--- config.mk ---
export PLATFORM = sky130hd
export DESIGN_NAME = rau_div
export DESIGN_NICKNAME = d
export VERILOG_FILES = /design/src/rtl/rau_pkg.sv /design/src/rtl/rau_div.sv
export SDC_FILE = /design/constraint.sdc
export NUM_CORES = 1
export LEC_CHECK = 0
export ABC_AREA = 1
export BUFFER_PORTS_ARGS = -buffer_cell sky130_fd_sc_hd__buf_2
export CAP_MARGIN = 20
export CORE_MARGIN = 2
export CORE_UTILIZATION = 50
export DETAILED_ROUTE_END_ITERATION = 7
export PLACE_DENSITY = 0.71
export SYNTH_ARGS = -nofsm -noshare
export SYNTH_HDL_FRONTEND = slang
export SYNTH_SLANG_ARGS = --single-unit
--- constraint.sdc ---
create_clock -name i_clk -period 3.83 [get_ports i_clk]
set_input_delay 0.1915 -clock i_clk [delete_from_list [all_inputs] [get_ports i_clk]]
set_output_delay 0.1915 -clock i_clk [all_outputs]
set_load 0.02 [all_outputs]
--- src/rtl/rau_pkg.sv ---
// Package with the word types, operation codes and constants of the rational arithmetic unit.
`timescale 1ns / 1ps
`default_nettype none

package rau_pkg;

    // Default operand width in bits.
    localparam int WIDTH_DEF = 32;

    // Operation codes.
    localparam logic [2:0] OP_ADD = 3'd0;
    localparam logic [2:0] OP_SUB = 3'd1;
    localparam logic [2:0] OP_MUL = 3'd2;
    localparam logic [2:0] OP_DIV = 3'd3;
    localparam logic [2:0] OP_CMP = 3'd4;

    // Compare outcomes.
    localparam logic [1:0] ORD_LESS    = 2'd0;
    localparam logic [1:0] ORD_EQUAL   = 2'd1;
    localparam logic [1:0] ORD_GREATER = 2'd2;

    // Input word.
    typedef struct packed {
        logic [2:0]         func;
        logic signed [31:0] left_num;
        logic [30:0]        left_den;
        logic signed [31:0] right_num;
        logic [30:0]        right_den;
    } t_rau_in;

    // Result word.
    typedef struct packed {
        logic signed [31:0] res_num;
        logic [30:0]        res_den;
        logic [1:0]         order;
        logic               div_zero;
        logic               overflow;
    } t_rau_out;

endpackage

`default_nettype wire

--- src/rtl/rau_div.sv ---
// Restoring divider that produces one quotient bit per cycle.
`timescale 1ns / 1ps
`default_nettype none

module rau_div #(
    parameter int MW = 63
) (
    input  wire logic          i_clk,
    input  wire logic          i_rst_n,
    input  wire logic          i_start,
    input  wire logic [MW-1:0] i_dividend,
    input  wire logic [MW-1:0] i_divisor,
    output logic               o_done,
    output logic [MW-1:0]      o_quot
);
    import rau_pkg::*;

    localparam int CW = $clog2(MW + 1);

    logic [MW:0]   r_rem;
    logic [MW-1:0] r_q;
    logic [MW-1:0] r_d;
    logic [CW-1:0] r_cnt;
    logic          r_run;
    logic          r_done;
    logic [MW:0]   rem_sh;
    logic          fits;

    // Bring down the next dividend bit and try the subtraction.
    assign rem_sh = {r_rem[MW-1:0], r_q[MW-1]};
    assign fits   = rem_sh >= {1'b0, r_d};

    // Control: count the quotient bits down while running; done is flagged with the last bit.
    always_ff @(posedge i_clk) begin
        if (!i_rst_n) begin
            r_run  <= 1'b0;
            r_done <= 1'b0;
            r_cnt  <= '0;
        end else begin
            r_done <= 1'b0;
            if (i_start) begin
                r_run <= 1'b1;
                r_cnt <= CW'(MW);
            end else if (r_run) begin
                r_cnt <= r_cnt - 1'b1;
                if (r_cnt == CW'(1)) begin
                    r_run  <= 1'b0;
                    r_done <= 1'b1;
                end
            end
        end
    end

    // Datapath: remainder and quotient shift register.
    always_ff @(posedge i_clk) begin
        if (i_start) begin
            r_rem <= '0;
            r_q   <= i_dividend;
            r_d   <= i_divisor;
        end else if (r_run) begin
            r_rem <= fits ? (rem_sh - {1'b0, r_d}) : rem_sh;
            r_q   <= {r_q[MW-2:0], fits};
        end
    end

    assign o_done = r_done;
    assign o_quot = r_q;

endmodule

`default_nettype wire

==> results of run 1 <==
[cell families after synthesis]
group | count (synthesis) | synth area share (%)
AO/OA/AOI/OAI | 94 | 3.44
XOR/XNOR | 31 | 1.90
adder cells (fa/ha/maj) | 66 | 5.83
buffers and inverters | 518 | 14.5
flip-flops | 197 | 36.4
AND/OR/NAND/NOR | 1295 | 37.9
[power by group]
group / internal (uW) / switching [uW] / total [uW]
logic: 315 / 516 / 831
registers: 2420 / 64.8 / 2480
clock network: 965 / 989 / 1950
total: 3700 / 1570 / 5260
[per-layer routing]
layer / global-route usage [%] / vias up / wire, um
li1: - / 7224 / -
met1: 39.5 / 6273 / 20100
met2: 47.6 / 452 / 19200
met3: 5.21 / 49 / 2680
met4: 10.3 / 0 / 1080
met5: 0 / - / 0
[cell usage in the layout (no fill, tap or decap), drive strengths merged]
cell         instances
o31ai                1
ha                  65
nor2               112
nand3b              25
dlygate4sd3        114
buf                199
fa                   1
nor4                 1
a221oi               1
o21ai               37
xnor2               28
a31oi                1
clkinv               9
and3                 2
clkbuf              17
edfxtp             126
a21o                 1
nand4               12
dfxtp               71
a21oi               50
and2                 2
bufinv               1
a211oi               1
nor3                15
nand2              964
xor2                 3
inv                477
o21bai               2
nand3              162
[worst paths after layout]
check,start,cells after the start,endpoint
setup / recovery,o_quot[62],17,r_rem[7]
hold / removal,i_dividend[7],3,o_quot[7]
setup reg to reg,o_quot[62],17,r_rem[7]
hold reg to reg,r_rem[46],2,r_rem[46]
[area by class of cell]
type,instances,area (um^2)
Sequential cell,197,5200
Fill cell,2613,10700
Clock buffer,17,425
Tap cell,378,473
Multi-Input combinational cell,1486,7010
Timing Repair Buffer,313,2170
Clock inverter,15,220
Inverter,472,1770
[critical path, stage by stage (launching register included)]
cell,delay [ns]
edfxtp_1,0.41
inv_1,0.09
ha_1,0.23
fa_1,0.42
inv_1,0.13
nand2_1,0.06
nand2_1,0.08
nand3_2,0.07
nand2_2,0.13
nand2_2,0.06
nand2_2,0.12
nand2_2,0.07
nand3_2,0.08
nand2_4,0.07
nand2_4,0.52
nand2_1,0.13
nand3_1,0.12
o21ai_0,0.09
[stage by stage]
step	total power (uW)	instances	hold WS, ns	utilization, %	area (um^2)
after floorplan	2980	2201	0.289	-	14300
after global placement	3240	2732	0.367	55.4	15500
after detailed placement	3250	2732	0.370	55.4	15500
after CTS	5280	2878	0.000501	61.8	17300
after global routing	5480	2878	0.00834	61.8	17300
final	5260	2878	0.0110	61.8	17300
[flip-flops by register name (all words and copies together) (netlist names)]
name	count
o_quot	63
r_run	1
r_rem	63
r_d	63
o_done	1
r_cnt	6
[timing repair]
item	4_1_cts	5_1_grt
hold buffers	114	0
setup buffers	0	0
gates resized for setup	0	0
endpoints found under the hold margin	117	0
==> flow_summary.yaml, run 1 <==
timing:
  totalNegativeSetupSlack_ns: 0
  setup_slack_ns: 0.685
  rsz0062_at_grt: "false"
  period_minus_slack_ns: 3.15
  slew_viol_final: 0
  fmax_mhz: 318
  hold_viol: 0
  post-route-period-util_pct: 82.1
  skew_ns: 0.0230
  final-setup-viol-count: 0
  tightest_slew_ns: 0.990
  max-slew-margin-rel_pct: 34.0
global_routing:
  gr-total-overflow: 0
  grt_pass1_vias: 13800
  grt_pass1_wl_um: 70000
  grt_max_degree: 89
  antenna_found_initial: 0
  grtUsageTotal_pct: 29.3
yosys:
  ys.flop_type: "edfxtp_1"
  syn_area_mm2: 0.0143
  synth_edf_count: 126
  syn-num-nets: 2396
  ys_warn_count: 0
  ys_ff_latch: 197
  yosysMostFrequentCell: "nand2_1"
  synth-seq-area-share_pct: 36.4
  synth_top_area_share_pct: 26.5
  syn_avg_cell_area_um2: 6.49
  ys_async_sr_fraction_pct: 0
  synthTopCellsByArea: "edfxtp_1 (26%), nand2_1 (25%), inv_1 (12%)"
  synth.distinct_cells: 39
  synth_top_area_cell: "edfxtp_1"
  syn_inst: 2201
  synth_top_cells_by_count: "nand2_1 (947), inv_1 (449), nand3_1 (144)"
power:
  ir_worst_vdd_uv: 368
  powerDensity_mw_per_mm2: 305
  p_leak_uw: 0.00975
worst_setup_path:
  path_max_fanout: 63
  required_ns: 4.16
  arrival_ns: 3.47
  cp-end-kind: "register"
  worstSetupPathType: "reg -> reg"
  r2r_setup_slack_ns: 0.68
  crit_path_start_kind: "register"
die:
  io-pin-count: 193
  rows: 61
  design.core.area_mm2: 0.0279
  dieArea_mm2: 0.0299
  die_x_um: 173
  die_h_um: 173
  initial_core_util_pct: 51.1
cts:
  clock_latency_ns: 0.47
  htree_num_levels: 4
  cts_tree: "yes"
  numCtsBuffers: 17
  root_buffer: "clkbuf_16"
  clockBufferDepth: 2
  clock-sinks: 197
  path_clk_slew_ns: 0.08
finish:
  drive_gt1_share_pct: 12.2
  antenna_cells: 0
  syn_to_final_growth_pct: 21.0
  nNetsFinal: 2682
placement:
  hpwl_um: 32100
  place_ws_ns: 0.709
  io_buffers: 192
  place_congestion: 0.987
routing:
  drt_iter0_drc: 1001
  drt-pass1-iter-count: 5
  wl_um: 43100
  via_count: 14000
  routed_via_density: 4.86
  drc: 0
  ant_nets: 0
  routedWlPerCell_um: 15.0
status:
  status: "finished, final reports clean"
worst_hold_path:
  hp-class: "in -> reg"
flow_run:
  maxCapViolCount: 0
(Power assumes the default switching activity.)
==> inputs of run 2 (changes only) <==
Settings changed: PLACE_DENSITY 0.71 to 0.74.
Clock period 3.83 ns to 2.87 ns, I/O delays scaled along.
==> flow_summary.yaml, run 2 (same netlist as run 1, synthesis figures left out) <==
worst_setup_path:
  arrival_ns: 2.98
  required_ns: 3.19
  crit_path_start_kind: "register"
  cp-end-kind: "register"
  path_max_fanout: 34
  r2r_setup_slack_ns: 0.21
  worstSetupPathType: "reg -> reg"
routing:
  via_count: 14500
  ant_nets: 0
  routedWlPerCell_um: 15.9
  wl_um: 46100
  drt_iter0_drc: 1317
  drt-pass1-iter-count: 6
  routed_via_density: 5.02
  drc: 0
worst_hold_path:
  hp-class: "in -> reg"
timing:
  post-route-period-util_pct: 92.7
  totalNegativeSetupSlack_ns: 0
  rsz0062_at_grt: "false"
  whs_ns: 0.0522
  final-setup-viol-count: 0
  skew_ns: 0.0194
  fmax_mhz: 376
  hold_viol: 0
  period_minus_slack_ns: 2.66
  max-slew-margin-rel_pct: 55.0
  tightest_slew_ns: 0.674
  slew_viol_final: 0
  setup_slack_ns: 0.211
die:
  die_h_um: 173
  die_x_um: 173
  initial_core_util_pct: 51.1
  rows: 61
  io-pin-count: 193
  design.core.area_mm2: 0.0279
  dieArea_mm2: 0.0299
cts:
  clock-sinks: 197
  htree_num_levels: 4
  numCtsBuffers: 17
  cts_tree: "yes"
  root_buffer: "clkbuf_16"
  clock_latency_ns: 0.47
  path_clk_slew_ns: 0.08
  clockBufferDepth: 2
  post-cts-setup-buffer-count: 0
global_routing:
  antenna_found_initial: 0
  grt_pass1_vias: 14000
  grtUsageTotal_pct: 30.8
  grt_max_degree: 106
  grt_pass1_wl_um: 73100
  gr-total-overflow: 0
placement:
  place_congestion: 0.970
  dpl.cell_count: 2737
  hpwl_um: 33900
  place_ws_ns: 0.259
  io_buffers: 192
finish:
  nNetsFinal: 2697
  antenna_cells: 0
  syn_to_final_growth_pct: 22.3
  layout_common_cells: "nand2_1 (947), inv_1 (447), buf_2 (191)"
  final_cell_count_no_fill: 2893
  layout_commonest_cell: "nand2_1"
  drive_gt1_share_pct: 12.4
power:
  p_total_uw: 7010
  ir_worst_vdd_uv: 450
  p_leak_uw: 0.00984
  powerDensity_mw_per_mm2: 401
status:
  status: "finished, final reports clean"
flow_run:
  maxCapViolCount: 0
[run 2: layer usage]
metal  vias to the layer above  part of all wire, %  track usage, %
met5                         -                    0               0
met2                       659                   45            50.5
met3                        56                  7.8            4.60
met4                         0                  2.0            8.55
met1                      6552                   45            42.3
li1                       7268                    -               -
[run 2: per-stage QoR]
step	util [%]	area [um^2]
after global routing	62.6	17500
after global placement	55.8	15600
after detailed placement	55.8	15600
after floorplan	-	14300
after CTS	62.6	17500
final	62.6	17500
[run 2: layout make-up]
class,instances,area (um^2)
fillers,2550,10500
repair buffers,328,2380
multi-input cells,1486,7010
well taps,378,473
clock buffers,17,425
inverters,472,1770
clock inverters,15,206
flip-flops and latches,197,5200
[run 2: path summary, 6_finish.rpt]
| check | start | end | cells after the start |
|---|---|---|---|
| max | r_d[58] | r_rem[7] | 12 |
| min | i_dividend[62] | o_quot[62] | 3 |
| max reg2reg | r_d[58] | r_rem[7] | 12 |
| min reg2reg | r_rem[32] | r_rem[32] | 2 |
[run 2: report_power, final]
group,switching (uW),leakage [uW],internal [uW]
clock network,1280,0.000300,1270
registers,87.3,0.00184,3220
logic,720,0.00770,432
[run 2: worst max-delay path: stages, from the launching register on]
cell	delay (ns)
edfxtp_1	0.37
inv_1	0.05
ha_1	0.41
nand4_1	0.28
nor4_2	0.31
nand2_1	0.16
nor2_2	0.19
nor2_4	0.08
nand2_4	0.16
buf_12	0.23
nand2_1	0.08
nand3_1	0.07
o21ai_0	0.09
[run 2: timing repair]
| item | 4_1_cts | 5_1_grt |
|---|---|---|
| resized for setup | 0 | 0 |
| hold buffers | 124 | 0 |
| endpoints found under the hold margin | 131 | 0 |
